## config.mk

```make
export PLATFORM = sky130hd
export DESIGN_NAME = bgrr_seq
export DESIGN_NICKNAME = d
export VERILOG_FILES = /design/src/rtl/bgrr_pkg.sv /design/src/rtl/bgrr_seq.sv
export VERILOG_INCLUDE_DIRS = /design/src /design/src/rtl
export SDC_FILE = /design/constraint.sdc
export NUM_CORES = 1
export LEC_CHECK = 0
export BUFFER_PORTS_ARGS = -buffer_cell sky130_fd_sc_hd__buf_2
export CAP_MARGIN = 20
export CORE_UTILIZATION = 45
export DETAILED_ROUTE_END_ITERATION = 7
export PLACE_DENSITY = 0.76
export RECOVER_POWER = 25
export REMOVE_ABC_BUFFERS = 1
export SYNTH_ARGS = -nofsm -noshare
export SYNTH_HDL_FRONTEND = slang
export SYNTH_SLANG_ARGS = --single-unit
```

## constraint.sdc

```tcl
create_clock -name clk_i -period 2.46 [get_ports clk_i]
set_input_delay 0.492 -clock clk_i [delete_from_list [all_inputs] [get_ports clk_i]]
set_output_delay 0.492 -clock clk_i [all_outputs]
set_load 0.05 [all_outputs]
```

## src/rtl/bitmap_glyph_row_renderer_defines.svh

```systemverilog
// Assertion macros for the glyph row renderer RTL, used by the row sequencer.
`ifndef BITMAP_GLYPH_ROW_RENDERER_DEFINES_SVH
`define BITMAP_GLYPH_ROW_RENDERER_DEFINES_SVH

`ifndef ASSERT_OFF
`define BGRR_ASSERT(lbl, prop, msg) \
  lbl: assert property (@(posedge clk_i) disable iff (!rst_ni) prop) else $error(msg);
`define BGRR_ASSERT_NEVER(lbl, cond, msg) \
  lbl: assert property (@(posedge clk_i) disable iff (!rst_ni) !(cond)) else $error(msg);
`else
`define BGRR_ASSERT(lbl, prop, msg)
`define BGRR_ASSERT_NEVER(lbl, cond, msg)
`endif

`endif

```

## src/rtl/bgrr_pkg.sv

```systemverilog
// Types and constants of the glyph row renderer.
`default_nettype none
package bgrr_pkg;

  localparam int unsigned BASE_W   = 48;
  localparam int unsigned SIZE_W   = 29;
  localparam int unsigned PPL_W    = 14;
  localparam int unsigned STRIDE_W = 6;
  localparam int unsigned CFG_W    = 48;
  localparam int unsigned CFG_IDX_W = 2;

  localparam int unsigned CODE_W  = 8;
  localparam int unsigned POS_W   = 12;
  localparam int unsigned COLOR_W = 32;
  localparam int unsigned GLYPH_W = 8;
  localparam int unsigned ADDR_W  = 49;

  localparam int unsigned LINE_W  = 13;
  localparam int unsigned PROD_W  = 27;
  localparam int unsigned OFF_W   = 30;
  localparam int unsigned FADDR_W = 16;
  localparam int unsigned BPP_SH  = 2;

  localparam logic [BASE_W-1:0]   BASE_RST   = '0;
  localparam logic [SIZE_W-1:0]   SIZE_RST   = SIZE_W'(4194304);
  localparam logic [PPL_W-1:0]    PPL_RST    = PPL_W'(1024);
  localparam logic [STRIDE_W-1:0] STRIDE_RST = STRIDE_W'(16);

  localparam logic CMD_LOAD = 1'b0;
  localparam logic CMD_DRAW = 1'b1;

  typedef enum logic [CFG_IDX_W-1:0] {
    REG_FRAME_BASE = 2'd0,
    REG_FRAME_SIZE = 2'd1,
    REG_PPL        = 2'd2,
    REG_STRIDE     = 2'd3
  } cfg_reg_e;

  typedef struct packed {
    logic                valid;
    logic                last;
    logic [LINE_W-1:0]   line;
    logic [POS_W-1:0]    x;
    logic [COLOR_W-1:0]  color;
  } row_issue_t;

endpackage
`default_nettype wire

```

## src/rtl/bgrr_seq.sv

```systemverilog
// Input beat handling and row sequencer: font loads and per-row store reads.
`default_nettype none
`include "bitmap_glyph_row_renderer_defines.svh"
module bgrr_seq #(
  parameter int unsigned FONT_BYTES = 8192,
  parameter int unsigned GLYPH_ROWS = 16
) (
  input  wire logic                             clk_i,
  input  wire logic                             rst_ni,
  input  wire logic                             in_valid_i,
  output logic                                  in_stall_o,
  input  wire logic                             command_i,
  input  wire logic [$clog2(FONT_BYTES)-1:0]    font_addr_i,
  input  wire logic [bgrr_pkg::GLYPH_W-1:0]     font_byte_i,
  input  wire logic [bgrr_pkg::CODE_W-1:0]      char_code_i,
  input  wire logic [bgrr_pkg::POS_W-1:0]       x_pos_i,
  input  wire logic [bgrr_pkg::POS_W-1:0]       y_pos_i,
  input  wire logic [bgrr_pkg::COLOR_W-1:0]     color_i,
  input  wire logic [bgrr_pkg::STRIDE_W-1:0]    stride_i,
  input  wire logic                             adv_i,
  output logic                                  ram_we_o,
  output logic      [$clog2(FONT_BYTES)-1:0]    ram_waddr_o,
  output logic      [bgrr_pkg::GLYPH_W-1:0]     ram_wdata_o,
  output logic                                  ram_re_o,
  output logic      [$clog2(FONT_BYTES)-1:0]    ram_raddr_o,
  output bgrr_pkg::row_issue_t                  issue_o
);
  import bgrr_pkg::*;

  localparam int unsigned AW = $clog2(FONT_BYTES);
  localparam int unsigned RW = $clog2(GLYPH_ROWS);
  localparam logic [RW-1:0] LastRow = RW'(GLYPH_ROWS - 1);

  logic               busy_q, busy_d;
  logic [RW-1:0]      row_q, row_d;
  logic [FADDR_W-1:0] fbase_q, fbase_d;
  logic [FADDR_W-1:0] faddr;
  logic [POS_W-1:0]   x_q, y_q;
  logic [COLOR_W-1:0] color_q;
  logic               accept, start, issue, last;

  assign last       = (row_q == LastRow);
  assign issue      = busy_q && adv_i;
  assign in_stall_o = busy_q && !(adv_i && last);
  assign accept     = in_valid_i && !in_stall_o;
  assign start      = accept && (command_i == CMD_DRAW) && (char_code_i != '0);

  assign ram_we_o    = accept && (command_i == CMD_LOAD);
  assign ram_waddr_o = font_addr_i;
  assign ram_wdata_o = font_byte_i;

  assign faddr       = fbase_q + FADDR_W'(row_q);
  assign ram_re_o    = issue;
  assign ram_raddr_o = faddr[AW-1:0];

  assign fbase_d = FADDR_W'(char_code_i) * FADDR_W'(stride_i);

  assign issue_o.valid = issue;
  assign issue_o.last  = last;
  assign issue_o.line  = LINE_W'(y_q) + LINE_W'(row_q);
  assign issue_o.x     = x_q;
  assign issue_o.color = color_q;

  always_comb begin
    busy_d = busy_q;
    row_d  = row_q;
    if (start) begin
      busy_d = 1'b1;
      row_d  = '0;
    end else if (issue) begin
      if (last) begin
        busy_d = 1'b0;
      end else begin
        row_d = row_q + RW'(1);
      end
    end
  end

  always_ff @(posedge clk_i or negedge rst_ni) begin
    if (!rst_ni) begin
      busy_q <= 1'b0;
      row_q  <= '0;
    end else begin
      busy_q <= busy_d;
      row_q  <= row_d;
    end
  end

  always_ff @(posedge clk_i) begin
    if (start) begin
      fbase_q <= fbase_d;
      x_q     <= x_pos_i;
      y_q     <= y_pos_i;
      color_q <= color_i;
    end
  end

  `BGRR_ASSERT(a_draw_starts, start |=> (busy_q && row_q == '0), "draw beat did not start rows")
  `BGRR_ASSERT(a_row_hold, (busy_q && !adv_i) |=> $stable(row_q), "row moved during stall")
  `BGRR_ASSERT(a_done, (issue && last && !start) |=> !busy_q, "sequencer busy after last row")
  `BGRR_ASSERT_NEVER(a_no_wr_busy, ram_we_o && busy_q && !(adv_i && last),
                     "font load taken while rows pending")

endmodule
`default_nettype wire

```

* Word level (Yosys, flattened, before mapping)
Cells that the tools add are included.
Word-level totals: register bits after elaboration 74, input port bits 96, logic and storage cells 33
Operators by class: bitwise operators 1, mux-type cells 6, equal/unequal tests 2, reduce and logical (&&, ||, !) cells 14, multiply operators 1, add/sub/neg operators 3
Operator list (number):
- 12-bit by 4-bit adder with 13-bit output | 1
- 13-bit by 4-bit adder with 13-bit output | 1
- 8-bit by 6-bit multiplier with 13-bit output | 1
- 4-bit two-way mux | 3
- 8-bit nonzero test | 1
- 1-bit logical AND | 7
- 4-bit by 1-bit adder with 4-bit output, second input constant | 1
- 4-bit == test, second input constant | 1
- 2-bit AND reduction | 2
- 2-bit nonzero test | 2
- 1-bit two-way mux | 3
- 1-bit logical NOT | 2
- 2-bit inequality test, second input constant | 1
- 1-bit inverter | 1

* Logic depth before layout (Yosys ltp)
depth after elaboration 10, gate-level depth with buffers 12, depth with buffers taken out 12

* Least setup slack after synthesis
Ideal clock, no wire load.
path type input -> register, start input port stride_i[5] in the netlist's numbering, end register fbase_q[10] (data pin), slack -1.022 ns, setup time 0.266 ns, path buffers 0, arrival time 3.216 ns, stages 11, path through and2_1 -> fa_1 -> fa_1 -> inv_1 -> fa_1 -> inv_1 -> ha_1 -> nand3_1 -> o211ai_1 -> o41ai_1 -> xnor2_1
On the way: word-level cells in the longest chain between the ends 1
RTL lines:
- from (decl) | RTL line bgrr_seq.sv:19 | input wire logic [bgrr_pkg::STRIDE_W-1:0] stride_i,
- 8-bit by 6-bit multiplier with 13-bit output | RTL line bgrr_seq.sv:56 | assign fbase_d = FADDR_W'(char_code_i) * FADDR_W'(stride_i);
- named net fbase_d[10] | RTL line bgrr_seq.sv:36 | logic [FADDR_W-1:0] fbase_q, fbase_d;
- to (signal assigned) | RTL line bgrr_seq.sv:91 | fbase_q <= fbase_d;
- to (decl) | RTL line bgrr_seq.sv:36
The timed path passes the listed nets, and every way through them passes these cells. A chain may end at the register's enable or synchronous reset.

* Final worst setup path
start input port stride_i[2] in the netlist's numbering, end register fbase_q[12] (data pin)
The elaborated chain is that of the path after synthesis.

==> metrics <==
GP Congestion between 0.8 and 0.9; status finished with violations; leak pwr around 2.9 nW; headroom to the max-slew limit 0.6994; synth top area cells edfxtp_1 (45%), fa_1 (11%), ha_1 (8.2%); largest family of logic cells by synthesized area adder cells; Antenna Violating Nets Remaining 0; final instance area 0.006616 sq mm; total global-route track usage 0.2199; VDD IR max between 0.6 and 0.7 mV; final hold vios 0; worst path bufs/invs 3; Synth Area in Simple Gates 0.1248; final net count 722; synthesized area per cell ~12 sq um; Max-cap violations 0; post-synth cell types 39; Crit-path slowest cell fa_1; Clk Tree Root Cell clkbuf_8; Clock Skews about 3.2 ps; die width slightly above 100 microns; Port Buffers about 150; Final Cycle Share 1.306; largest net degree at the start of global routing 35; critical path startpoint category primary input; clock sinks 74; Post-DP HPWL just over 8000 microns; initial antenna violation count 2; post-synth top area cell edfxtp_1; DR WL/cell between 15 and 20 microns; compound-gate portion of the synthesized area 0.05335; share of layout cells above drive strength 1 0.5391; core box area slightly below 0.01 sq mm; row count 36; Worst EP required roughly 2600 ps; Final WS setup -753.3 ps; Setup TNS -8833 ps; P&R area growth vs syn 44.68%; DRC 0; Worst-Skew Late Latency approximately 360 ps; Synth Flop Type edfxtp_1; Crit path max-delay family adder cells; WS Path Type primary input to register; share of the synthesized area in the top cell type 0.4531; Slew Limit Fails 0; Ys Warns 0; Mapped Cells roughly 380; die outline height around 100 microns; Initial Utilization 0.4657; Longest Clk Path Bufs 2; hold crit path type primary input to register; CTS buffer count 9; Seq/Total Area, Yosys 0.4804; CP max stage delay between 500 and 600 ps; synthesized area 0.004573 sq mm; worst-path cell chain buf_8, and2_4, fa_1, fa_1, inv_1, fa_1, inv_2, ha_4, nand3_2, o211ai_1, a311oi_1, xnor2_1; EDFF count, synth between 60 and 70; via count 3492; number of vias per cell between 4 and 5; RSZ-0062 raised after global routing true; total power between 6 and 7 mW; CTS tree done; Post-synth ARST share 0.06757; commonest non-fill, non-tap cell in the layout buf_2; DIE AREA between 0.01 and 0.015 sq mm; pwr/cell area roughly 920 mW/mm^2; htree depth 3; Ports about 190; drt first pass iters 4; Placed Area between 0.005 and 0.006 sq mm; fin crit period 3213 ps; Most Frequent Cell on Critical Path fa_1; post-synthesis mux area share 0; most frequent cells in the layout buf_2 (117), edfxtp_1 (69), buf_4 (55); CP Capture Type register; crit path DAT 3320 ps; Max FO, Critical Path 6; Setup Viol. Count Final 27; grt total ovfl 0; post-synthesis adder-cell area fraction 0.1959; first-pass GRT wire length approximately 17000 microns; Max Clk Rate ~0.31 GHz; failing checks negative setup slack; #FFs+latches synth 74; vias in the first global route between 3000 and 4000; Iter 0 DRT Violations about 120; measured slew at the worst slew-check pin 450.9 ps; Clock Pin Slew Worst Setup and Hold Paths approximately 80 ps; post-synthesis xor/xnor area fraction 0.06512; WL final 11950 microns
[worst reg2reg max path: cells and delay by family, from the launching register on]
family,cells,cell delay (ps)
simple gates,3,790
flops,1,450
buf+inv,2,430
fa+ha+maj,1,180
[metal layers]
layer	wire, microns	track usage	vias to the layer above	share of wire
met5	0	0	-	0
met4	288	0.1083	0	0.024
met3	919	0.06034	19	0.077
met2	6392	0.4062	138	0.54
met1	4345	0.2290	1686	0.36
li1	-	-	1649	-
[path summary, 6_finish.rpt]
path / cells past startpoint / start / to / slack, ps
worst max-delay path: 12 / stride_i[2] / fbase_q[12] / -750
worst min-delay path: 1 / color_i[25] / color_q[25] / 300
worst max register to register: 6 / row_q[0] / x_q[5] / 290
worst min register to register: 3 / busy_q / busy_q / 630
max in group asynchronous: 2 / rst_ni / row_q[3] / 1830
min in group asynchronous: 2 / rst_ni / row_q[1] / 490
[power breakdown]
group | internal, mW | switching, mW | total [mW]
Clock | 0.367 | 0.465 | 0.832
Sequential | 1.54 | 0.0968 | 1.64
Combinational | 1.54 | 2.10 | 3.63
Total | 3.45 | 2.66 | 6.10
[area by class of cell]
cell class	count	area [sq um]
Inverter	48	182.7
Antenna cell	2	5.005
Clock buffer	10	127.6
Tap cell	133	166.4
Multi-Input combinational cell	234	2532
Clock inverter	6	42.54
Timing Repair Buffer	203	1359
Sequential cell	74	2201
Fill cell	703	3203
[Yosys cell counts (all sizes together), types with 4 or more instances]
| library cell | instances |
|---|---|
| fa | 26 |
| xor2 | 15 |
| and2 | 29 |
| xnor2 | 19 |
| buf | 24 |
| o21ai | 8 |
| edfxtp | 69 |
| ha | 30 |
| a21oi | 9 |
| nand3 | 9 |
| nor2 | 12 |
| nor3 | 4 |
| dfrtp | 5 |
| inv | 48 |
| nand2 | 32 |
| a211oi | 7 |
| and3 | 4 |
[flip-flops by register name (all words and copies together) (netlist names)]
name and count:
busy_q 1, color_q 32, fbase_q 13, row_q 4, x_q 12, y_q 12
[stage by stage]
stage / setup WS (ps) / utilization / instances / hold WS [ps]
after CTS: -732.6 / 0.6482 / 703 / 292.5
final: -753.3 / 0.6738 / 710 / 304.5
after global routing: -843.3 / 0.6738 / 710 / 289.1
after global placement: -1259 / 0.5721 / 679 / 312.4
after floorplan: -1022 / - / 356 / 196.4
after detailed placement: -1394 / 0.5721 / 679 / 313.4
[logic make-up after synthesis]
kind of cell,count (synthesis)
compound gates,37
fa+ha+maj,56
simple gates,107
buf+inv,73
flops,74
xor+xnor,34
[what timing repair did]
action	4_1_cts	5_1_grt
pin swaps	79	38
hold buffers	1	0
hold endpoints to repair	5	0
endpoints found under the setup margin	30	30
cloned	0	0
gates resized for setup	125	45
buffers inserted	8	6
No activity file was read; power rests on OpenSTA's default activity.
