[config.mk]
export PLATFORM = sky130hd
export DESIGN_NAME = bgrr_pipe
export DESIGN_NICKNAME = d
export VERILOG_FILES = /design/src/rtl/bitmap_glyph_row_renderer_defines.svh /design/src/rtl/bgrr_pkg.sv /design/src/rtl/bgrr_pipe.sv
export SDC_FILE = /design/constraint.sdc
export NUM_CORES = 1
export LEC_CHECK = 0
export ABC_AREA = 1
export BUFFER_PORTS_ARGS = -buffer_cell sky130_fd_sc_hd__buf_4
export CAP_MARGIN = 40
export CORE_AREA = 2 2 282 284
export DETAILED_ROUTE_END_ITERATION = 8
export DIE_AREA = 0 0 284 286
export HOLD_SLACK_MARGIN = 0.1
export SYNTH_ARGS = -nofsm -noshare
export SYNTH_HDL_FRONTEND = slang
export SYNTH_SLANG_ARGS = --single-unit
[constraint.sdc]
create_clock -name clk_i -period 8 [get_ports clk_i]
set_clock_uncertainty 0.15 [all_clocks]
set_input_delay 1.2 -clock clk_i [delete_from_list [all_inputs] [get_ports clk_i]]
set_output_delay 1.2 -clock clk_i [all_outputs]
set_load 0.03 [all_outputs]
[src/rtl/bitmap_glyph_row_renderer_defines.svh]
// Assertion macros for the glyph row renderer RTL, used by the row sequencer.
`ifndef BITMAP_GLYPH_ROW_RENDERER_DEFINES_SVH
`define BITMAP_GLYPH_ROW_RENDERER_DEFINES_SVH

`ifndef ASSERT_OFF
`define BGRR_ASSERT(lbl, prop, msg) \
  lbl: assert property (@(posedge clk_i) disable iff (!rst_ni) prop) else $error(msg);
`define BGRR_ASSERT_NEVER(lbl, cond, msg) \
  lbl: assert property (@(posedge clk_i) disable iff (!rst_ni) !(cond)) else $error(msg);
`else
`define BGRR_ASSERT(lbl, prop, msg)
`define BGRR_ASSERT_NEVER(lbl, cond, msg)
`endif

`endif

[src/rtl/bgrr_pkg.sv]
// Types and constants of the glyph row renderer.
`default_nettype none
package bgrr_pkg;

  localparam int unsigned BASE_W   = 48;
  localparam int unsigned SIZE_W   = 29;
  localparam int unsigned PPL_W    = 14;
  localparam int unsigned STRIDE_W = 6;
  localparam int unsigned CFG_W    = 48;
  localparam int unsigned CFG_IDX_W = 2;

  localparam int unsigned CODE_W  = 8;
  localparam int unsigned POS_W   = 12;
  localparam int unsigned COLOR_W = 32;
  localparam int unsigned GLYPH_W = 8;
  localparam int unsigned ADDR_W  = 49;

  localparam int unsigned LINE_W  = 13;
  localparam int unsigned PROD_W  = 27;
  localparam int unsigned OFF_W   = 30;
  localparam int unsigned FADDR_W = 16;
  localparam int unsigned BPP_SH  = 2;

  localparam logic [BASE_W-1:0]   BASE_RST   = '0;
  localparam logic [SIZE_W-1:0]   SIZE_RST   = SIZE_W'(4194304);
  localparam logic [PPL_W-1:0]    PPL_RST    = PPL_W'(1024);
  localparam logic [STRIDE_W-1:0] STRIDE_RST = STRIDE_W'(16);

  localparam logic CMD_LOAD = 1'b0;
  localparam logic CMD_DRAW = 1'b1;

  typedef enum logic [CFG_IDX_W-1:0] {
    REG_FRAME_BASE = 2'd0,
    REG_FRAME_SIZE = 2'd1,
    REG_PPL        = 2'd2,
    REG_STRIDE     = 2'd3
  } cfg_reg_e;

  typedef struct packed {
    logic                valid;
    logic                last;
    logic [LINE_W-1:0]   line;
    logic [POS_W-1:0]    x;
    logic [COLOR_W-1:0]  color;
  } row_issue_t;

endpackage
`default_nettype wire

[src/rtl/bgrr_pipe.sv]
// Row datapath: line product, byte offset, then address and clipped mask.
`default_nettype none
module bgrr_pipe (
  input  wire logic                          clk_i,
  input  wire logic                          rst_ni,
  input  wire logic                          adv_i,
  input  wire bgrr_pkg::row_issue_t          issue_i,
  input  wire logic [bgrr_pkg::GLYPH_W-1:0]  font_rdata_i,
  input  wire logic [bgrr_pkg::BASE_W-1:0]   frame_base_i,
  input  wire logic [bgrr_pkg::SIZE_W-1:0]   frame_size_i,
  input  wire logic [bgrr_pkg::PPL_W-1:0]    ppl_i,
  output logic                               out_valid_o,
  output logic      [bgrr_pkg::ADDR_W-1:0]   row_address_o,
  output logic      [bgrr_pkg::GLYPH_W-1:0]  pixel_mask_o,
  output logic      [bgrr_pkg::COLOR_W-1:0]  pixel_color_o,
  output logic                               last_row_o
);
  import bgrr_pkg::*;

  // stage 1: row issued, font byte arrives from the store
  logic               s1_valid_q, s1_last_q;
  logic [LINE_W-1:0]  s1_line_q;
  logic [POS_W-1:0]   s1_x_q;
  logic [COLOR_W-1:0] s1_color_q;
  // stage 2: line * pixels per line
  logic               s2_valid_q, s2_last_q;
  logic [PROD_W-1:0]  s2_prod_q, s2_prod_d;
  logic [POS_W-1:0]   s2_x_q;
  logic [COLOR_W-1:0] s2_color_q;
  logic [GLYPH_W-1:0] s2_bits_q;
  // stage 3: byte offset of the row
  logic               s3_valid_q, s3_last_q;
  logic [OFF_W-1:0]   s3_off_q, s3_off_d;
  logic [COLOR_W-1:0] s3_color_q;
  logic [GLYPH_W-1:0] s3_bits_q;
  // output stage
  logic               out_valid_q, out_last_q;
  logic [ADDR_W-1:0]  out_addr_q, out_addr_d;
  logic [GLYPH_W-1:0] out_mask_q, out_mask_d;
  logic [COLOR_W-1:0] out_color_q;

  assign s2_prod_d = PROD_W'(s1_line_q) * PROD_W'(ppl_i);
  assign s3_off_d  = OFF_W'({s2_x_q, 2'b00}) + OFF_W'({s2_prod_q, 2'b00});
  assign out_addr_d = ADDR_W'(frame_base_i) + ADDR_W'(s3_off_q);

  always_comb begin
    logic [OFF_W:0] pix_off;
    out_mask_d = '0;
    for (int c = 0; c < GLYPH_W; c++) begin
      pix_off = (OFF_W+1)'(s3_off_q) + (OFF_W+1)'(c << BPP_SH);
      out_mask_d[GLYPH_W-1-c] = s3_bits_q[GLYPH_W-1-c] &&
                                (pix_off < (OFF_W+1)'(frame_size_i));
    end
  end

  always_ff @(posedge clk_i or negedge rst_ni) begin
    if (!rst_ni) begin
      s1_valid_q  <= 1'b0;
      s2_valid_q  <= 1'b0;
      s3_valid_q  <= 1'b0;
      out_valid_q <= 1'b0;
    end else if (adv_i) begin
      s1_valid_q  <= issue_i.valid;
      s2_valid_q  <= s1_valid_q;
      s3_valid_q  <= s2_valid_q;
      out_valid_q <= s3_valid_q;
    end
  end

  always_ff @(posedge clk_i) begin
    if (adv_i) begin
      s1_last_q   <= issue_i.last;
      s1_line_q   <= issue_i.line;
      s1_x_q      <= issue_i.x;
      s1_color_q  <= issue_i.color;
      s2_last_q   <= s1_last_q;
      s2_prod_q   <= s2_prod_d;
      s2_x_q      <= s1_x_q;
      s2_color_q  <= s1_color_q;
      s2_bits_q   <= font_rdata_i;
      s3_last_q   <= s2_last_q;
      s3_off_q    <= s3_off_d;
      s3_color_q  <= s2_color_q;
      s3_bits_q   <= s2_bits_q;
      out_last_q  <= s3_last_q;
      out_addr_q  <= out_addr_d;
      out_mask_q  <= out_mask_d;
      out_color_q <= s3_color_q;
    end
  end

  assign out_valid_o   = out_valid_q;
  assign row_address_o = out_addr_q;
  assign pixel_mask_o  = out_mask_q;
  assign pixel_color_o = out_color_q;
  assign last_row_o    = out_last_q;

endmodule
`default_nettype wire

After elaboration in Yosys (flattened, before gate mapping)
Cells that the tools add are included.
- logic and storage cells: 47
- output and inout bits: 91
- bits in registers: 303
- bits of input ports: 161
- multipliers: 1
- reductions and logical operators: 8
- order comparisons: 8
- $add $sub $neg: 9
- operator list (kind ; count):
    < comparator 31 x 29 -> 1 bit ; 7
    adder 30 x 5 -> 31 bit, second input constant ; 4
    adder 30 x 4 -> 31 bit, second input constant ; 2
    adder 48 x 30 -> 49 bit ; 1
    adder 30 x 3 -> 31 bit, second input constant ; 1
    adder 14 x 29 -> 30 bit ; 1
    < comparator 30 x 29 -> 1 bit ; 1
    multiplier 13 x 14 -> 27 bit ; 1
    logical AND 1 bit ; 8

Logic depth before layout (Yosys ltp)
Gate-level depths: netlist (run 1).
- depth after elaboration: 3
- gate-level depth with buffers: 21
- mapped depth without buffers: 20

Worst setup path after synthesis (run 1)
No wires, ideal clock.
- path kind: input-to-reg
- start: input ppl_i[0] (netlist name)
- end: register s2_prod_q[21], data pin
- required time: 7.598 ns
- setup slack: 2.114 ns
- arrival: 5.484 ns
- setup time: 0.252 ns
- stages on the path: 19
- cell sequence: clkbuf_1 > nand2_1 > fa_1 > fa_1 > inv_1 > fa_1 > fa_1 > inv_1 > fa_1 > inv_1 > ha_1 > a21oi_1 > o21ai_0 > a21oi_1 > o21ai_0 > nand2_1 > nand2_1 > nand2_1 > nand2_1
- cells in the longest elaborated chain, start to end: 1
- RTL lines (item ; line ; source):
    from (decl) ; bgrr_pipe.sv:11 ; input wire logic [bgrr_pkg::PPL_W-1:0] ppl_i,
    multiplier 13 x 14 -> 27 bit ; bgrr_pipe.sv:42 ; assign s2_prod_d = PROD_W'(s1_line_q) * PROD_W'(ppl_i);
    named net s2_prod_d[21] ; bgrr_pipe.sv:27 ; logic [PROD_W-1:0] s2_prod_q, s2_prod_d;
    to (signal assigned) ; bgrr_pipe.sv:77 ; s2_prod_q <= s2_prod_d;
    to (decl) ; bgrr_pipe.sv:27 ;
The timed path passes the listed nets, and every way through them passes these cells.
A chain may end at the register's enable or synchronous reset.

Worst setup path in the final report (run 1)
- start: input ppl_i[5] (netlist name)
- end: register s2_prod_q[21], data pin
Same word-level chain as after synthesis.

==> metrics.cfg, run 1 <==
[timing]
rsz0062_at_grt = no
maxSlewViolCount = 0
worstMarginPinSlew_ps = 912
period_needed_ps = 5710
hold_viol = 0
finalCritPeriodShare = 0.714
max_freq_mhz = 175
setup_violations = 0
fin_ws_ps = 2290
slew_headroom = 0.392
fin_setup_tns_ps = 0

[setup_path]
critPathCaptureType = flip-flop
path_max_fanout = 13
r2r_cells = 19
r2r_start = s1_line_q[3]
arrival_ps = 5880
required_ps = 8170
r2r_end = s2_prod_q[21]
startpoint_type = input port
rrSetupSlack_ps = 2340
crit_type = in -> reg

[min_path]
hold_path_class = reg -> reg
hold_path_depth = 0
min_from = s1_color_q[19]
holdPathEnd = s2_color_q[19]

[route]
vias = 21675
route.detailed.drc = 0
wl_mm = 83.3
dr.pass1.iters = 6
ant_nets = 0
post_drt_via_cell_ratio = 4.81
drtIter0Drc = 1491
wire_per_inst_um = 18.5

[logic_synthesis]
yosysWarnings = 0
synth_fp_nets = 3802
synth_edf_count = 297
avgSynthCellArea_um2 = 8.53
syn-cell-area_um2 = 27100
netlist_instances = 3180
synth-seq-cells = 301
async_reset_ff_frac = 0.0133
yosys_most_used_dff = edfxtp_1
synth_cell_types = 41
ys_seq_area_frac = 0.332

[placement]
place_ws_ps = 1660
place_congestion = 0.969
port_buffers = 251
dpl.hpwl_mm = 67.7

[floorplanning]
fp.coreArea_um2 = 78400
die-area_um2 = 81200
die_h_um = 286
die_w_um = 284
ios = 252
rows = 103
initial_utilization = 0.346

[pwr]
comb_power_share = 0.582
leakagePower_nw = 15.4
p_clk_frac = 0.176
p_switching_mw = 5.00
intPower_mw = 5.61
seqPwrFrac = 0.242
power.density_nw_per_um2 = 336
ir_drop_uv = 214
p_sw_frac = 0.471

[global_route]
grt_first_pass_wirelength_mm = 128
grt-ovfl-total = 0
grt.total_usage = 0.205
antenna_found_initial = 2
grt_pass1_vias = 21873
grt_max_degree = 119

[run_status]
status = finished clean

[clocking]
htreeDepth = 2
numCtsBuffers = 37
cts_tree = built
clock_path_buffers = 3
cts_resized = 0
cts.clk_slew.worst_paths_ps = 60
cts.sinks = 301
clock_latency_ps = 580
postCtsSetupRepairBufs = 0
cts_hold_buf = 0
clockRootBuffer = clkbuf_16

[run]
cap_violations = 0

[final_layout]
nNetsFinal = 4054
synthToLayoutAreaGrowth_pct = 16.3
post_route_cells_drive_above_1_share = 0.109

## power groups by stage
stage	sequential, mW	combinational (mW)	clock (mW)
after CTS	2.57	6.22	1.93
final	2.57	6.18	1.87
after global placement	2.59	6.17	0
after detailed placement	2.60	6.18	0
after global routing	2.59	7.13	1.98
after floorplan	2.56	4.38	0
## synthesized netlist by cell type, types with 4 or more instances
| master | n | area (um2) |
|---|---|---|
| nor2_2 | 13 | 81.3 |
| o21bai_1 | 10 | 75.1 |
| edfxtp_1 | 297 | 8920 |
| buf_4 | 9 | 67.6 |
| nand2_2 | 9 | 56.3 |
| nand3_1 | 103 | 515 |
| inv_2 | 10 | 37.5 |
| nand4_1 | 37 | 231 |
| nand3b_1 | 7 | 52.6 |
| clkbuf_1 | 30 | 113 |
| a31oi_1 | 5 | 31.3 |
| a21o_1 | 13 | 97.6 |
| nor2_4 | 11 | 124 |
| nand2_1 | 816 | 3060 |
| o21a_1 | 15 | 113 |
| dfrtp_1 | 4 | 100 |
| nor2_1 | 234 | 878 |
| inv_1 | 530 | 1990 |
| clkinv_1 | 10 | 37.5 |
| nor3_1 | 35 | 175 |
| buf_2 | 6 | 30.0 |
| o21ai_0 | 72 | 360 |
| xor2_1 | 193 | 1690 |
| o21ai_1 | 5 | 25.0 |
| a21oi_1 | 185 | 926 |
| xnor2_1 | 25 | 219 |
| ha_1 | 327 | 4090 |
| nand2_4 | 7 | 78.8 |
| fa_1 | 134 | 2680 |
| and3_1 | 9 | 56.3 |
## metal layers
metal / routed length [um] / share of wire / GRT usage / up-vias
met1: 35900 / 0.43 / 0.262 / 10129
met5: 0 / 0 / 0 / -
met4: 2860 / 0.034 / 0.0695 / 0
li1: - / - / - / 10742
met3: 4790 / 0.057 / 0.0266 / 139
met2: 39800 / 0.48 / 0.356 / 665
## per-stage QoR
stage / total power, mW / hold slack [ps] / utilization / instances / cell area [um2]
floorplan: 6.94 / 250 / - / 3180 / 27100
global placement: 8.76 / 250 / 0.385 / 4442 / 30200
detailed placement: 8.78 / 255 / 0.385 / 4443 / 30200
CTS: 10.7 / 232 / 0.403 / 4508 / 31600
global route: 11.7 / 252 / 0.403 / 4510 / 31600
finish: 10.6 / 245 / 0.403 / 4510 / 31600
## worst max path at each step
stage                                to     startpoint  slack, ps  depth (start not counted)
after CTS                 s2_prod_q[21]   s1_line_q[2]       2270                         19
after detailed placement  s2_prod_q[21]       ppl_i[5]       1660                         20
after global placement    s2_prod_q[21]       ppl_i[5]       1690                         20
after floorplan           s2_prod_q[21]       ppl_i[0]       2110                         19
final                     s2_prod_q[21]       ppl_i[5]       2290                         20
after global routing      s2_prod_q[21]  s1_line_q[12]       1920                         18
## cells by family after synthesis
logic type | count (synthesis) | synth area share
simple gates | 1295 | 0.202
flops | 301 | 0.332
compound gates | 308 | 0.0608
fa+ha+maj | 461 | 0.250
buf+inv | 597 | 0.0847
xor+xnor | 218 | 0.0704
## sequential cells by signal, indices dropped and copies added (netlist names), 12 cells and up
| name | count |
|---|---|
| pixel_color_o | 32 |
| row_address_o | 49 |
| s1_color_q | 32 |
| s1_line_q | 13 |
| s1_x_q | 12 |
| s2_color_q | 32 |
| s2_prod_q | 27 |
| s2_x_q | 12 |
| s3_color_q | 32 |
| s3_off_q | 28 |
## worst max-delay path: stages
cell      delay (ps)
buf_4            160
nand2_1           70
inv_1             70
fa_1             530
inv_1             60
fa_1             520
inv_1             50
fa_1             510
inv_1             60
fa_1             460
fa_1             550
inv_1             40
ha_1             340
a21oi_1          190
a21boi_0         480
o21ai_0          280
nand2_1          130
nand2_1           60
nand2_1           60
nand2_1           50
## placed cells by master, fill, tap and decap left out, drive strengths merged, types with 45 or more instances in the layout
cell type	n
nor2	259
a21oi	185
nand2	832
edfxtp	297
ha	327
o21ai	77
xor2	193
buf	260
clkbuf	45
fa	134
nand3	104
inv	543
## final cells by class
cell class | instances | area [um2]
inverters | 550 | 2060
clock inverters | 20 | 350
multi-input cells | 2282 | 15800
diodes | 2 | 5.00
repair buffers | 260 | 1990
clock buffers | 45 | 1010
flip-flops and latches | 301 | 9020
well taps | 1050 | 1310
fillers | 8135 | 46800
No activity file was read; power rests on OpenSTA's default activity.
==> run 2, diff against run 1 <==
- clock period: 8 -> 5.2 ns (I/O delays scaled with it)
==> metrics.cfg, run 2 (synthesis gave the netlist of run 1 again) <==
[run_status]
status = finished clean

[clocking]
htreeDepth = 2
cts.sinks = 301
clockRootBuffer = clkbuf_16
numCtsBuffers = 37
cts.clk_slew.worst_paths_ps = 80
cts_tree = built
clock_latency_ps = 600
clock_path_buffers = 3

[pwr]
leakagePower_nw = 15.9
power.density_nw_per_um2 = 533
ir_drop_uv = 434
intPower_mw = 9.21
p_switching_mw = 8.05
p_sw_frac = 0.466
p_total_mw = 17.3
seqPwrFrac = 0.227
comb_power_share = 0.628
p_clk_frac = 0.145

[placement]
dpl.hpwl_mm = 68.9
place_congestion = 0.996
port_buffers = 251
place_inst = 4541

[route]
post_drt_via_cell_ratio = 4.78
route.detailed.drc = 0
wl_mm = 84.8
ant_nets = 0
vias = 22107
wire_per_inst_um = 18.3
drtIter0Drc = 1370
dr.pass1.iters = 5

[timing]
slew_headroom = 0.443
period_needed_ps = 5050
maxSlewViolCount = 0
setup_violations = 0
max_freq_mhz = 198
worstMarginPinSlew_ps = 835
hold_viol = 0
hold_ws_ps = 198
finalCritPeriodShare = 0.971
rsz0062_at_grt = yes

[floorplanning]
die_w_um = 284
fp.coreArea_um2 = 78400
initial_utilization = 0.346
die_h_um = 286
rows = 103
die-area_um2 = 81200
ios = 252

[run]
cap_violations = 0

[setup_path]
required_ps = 5370
path_buf_inv = 4
critPathCaptureType = flip-flop
critPathSlowestCell = fa_1
cpLargestDelayFamily = adder cells
arrival_ps = 5220
max_stage_delay_ps = 560
path_max_fanout = 5
startpoint_type = flip-flop
cp_cell_sequence = buf_4 > nand2_1 > inv_1 > fa_1 > fa_1 > fa_1 > fa_1 > inv_1 > fa_1 > inv_1 > ha_1 > nand2_1 > nor2_1 > nand2_1 > o21ai_2 > nand2_1 > nand3_1 > nand2_1
crit_type = reg -> reg

[final_layout]
ff_latch_area_um2 = 9020
final_common_cell = nand2_1
multi_input_area_um2 = 15900
nNetsFinal = 4169
post_route_cells_drive_above_1_share = 0.142
final_cells = 4622
post-route-util = 0.413
largest_reg_flops = 49
synthToLayoutAreaGrowth_pct = 19.3
layout_common_cells = nand2_1, inv_1, buf_4, ha_1, edfxtp_1
fill_cells = 8007

[global_route]
grt_max_degree = 116
grt.total_usage = 0.206
grt-ovfl-total = 0
grt_first_pass_wirelength_mm = 128
grt_pass1_vias = 21928
antenna_found_initial = 2

[min_path]
hold_path_class = in -> reg

==> run 2: cell count changes in the layout (fill, tap and decap cells not counted), moves of 3 or more <==
cell,before,now
a21oi_1,185,176
ha_1,327,323
clkinv_1,11,14
o21ai_0,72,68
buf_4,257,367
o21ai_1,5,8
buf_12,1,5
a21oi_2,0,8
bufinv_16,7,1
clkbuf_1,3,6
clkbuf_8,5,0
==> run 2: metal layers <==
layer,share of wire,vias up,track usage
met5,0,-,0
met2,0.49,631,0.361
met1,0.43,10346,0.261
met4,0.034,0,0.0663
li1,-,10970,-
met3,0.055,160,0.0293
==> run 2: power groups by stage <==
stage	clock (mW)	combinational [mW]	sequential (mW)
floorplan	0	6.85	3.94
global placement	0	10.4	3.98
detailed placement	0	10.5	3.98
CTS	2.61	10.5	3.94
global route	2.66	12.2	3.96
finish	2.50	10.8	3.92
==> run 2: repair_timing <==
item                                   in CTS  in global routing
setup endpoints to repair                   0                 16
hold buffers                                1                  0
endpoints found under the hold margin       4                  0
gates resized for setup                     0                 20
buffers inserted                            0                 16
==> run 2: stage by stage <==
step	instance area [um2]	setup TNS (ps)	worst slack, ps
6_report	32400	0	150
5_1_grt	32400	-216	-64.2
4_1_cts	32100	0	15.9
3_5_place_dp	31000	-3350	-282
3_3_place_gp	31000	-2720	-228
2_1_floorplan	27200	0	5.39
==> run 2: cell type report <==
cell class | instances | area share
inverter | 550 | 0.0638
timing repair buffer | 375 | 0.0892
clock buffer | 43 | 0.0293
multi-input combinational | 2282 | 0.492
antenna | 1 | 0.0000774
tap | 1050 | 0.0406
sequential | 301 | 0.279
clock inverter | 20 | 0.00599
==> run 2: path summary, 6_finish.rpt <==
check	start	endpoint	slack, ps	cells past startpoint
setup / recovery	s1_line_q[10]	s2_prod_q[21]	150	18
hold / removal	issue_i[51]	s1_line_q[7]	200	1
setup reg to reg	s1_line_q[10]	s2_prod_q[21]	150	18
hold reg to reg	s3_color_q[3]	pixel_color_o[3]	250	0
max in group asynchronous	rst_ni	s1_valid_q	4380	2
min in group asynchronous	rst_ni	s3_valid_q	410	2
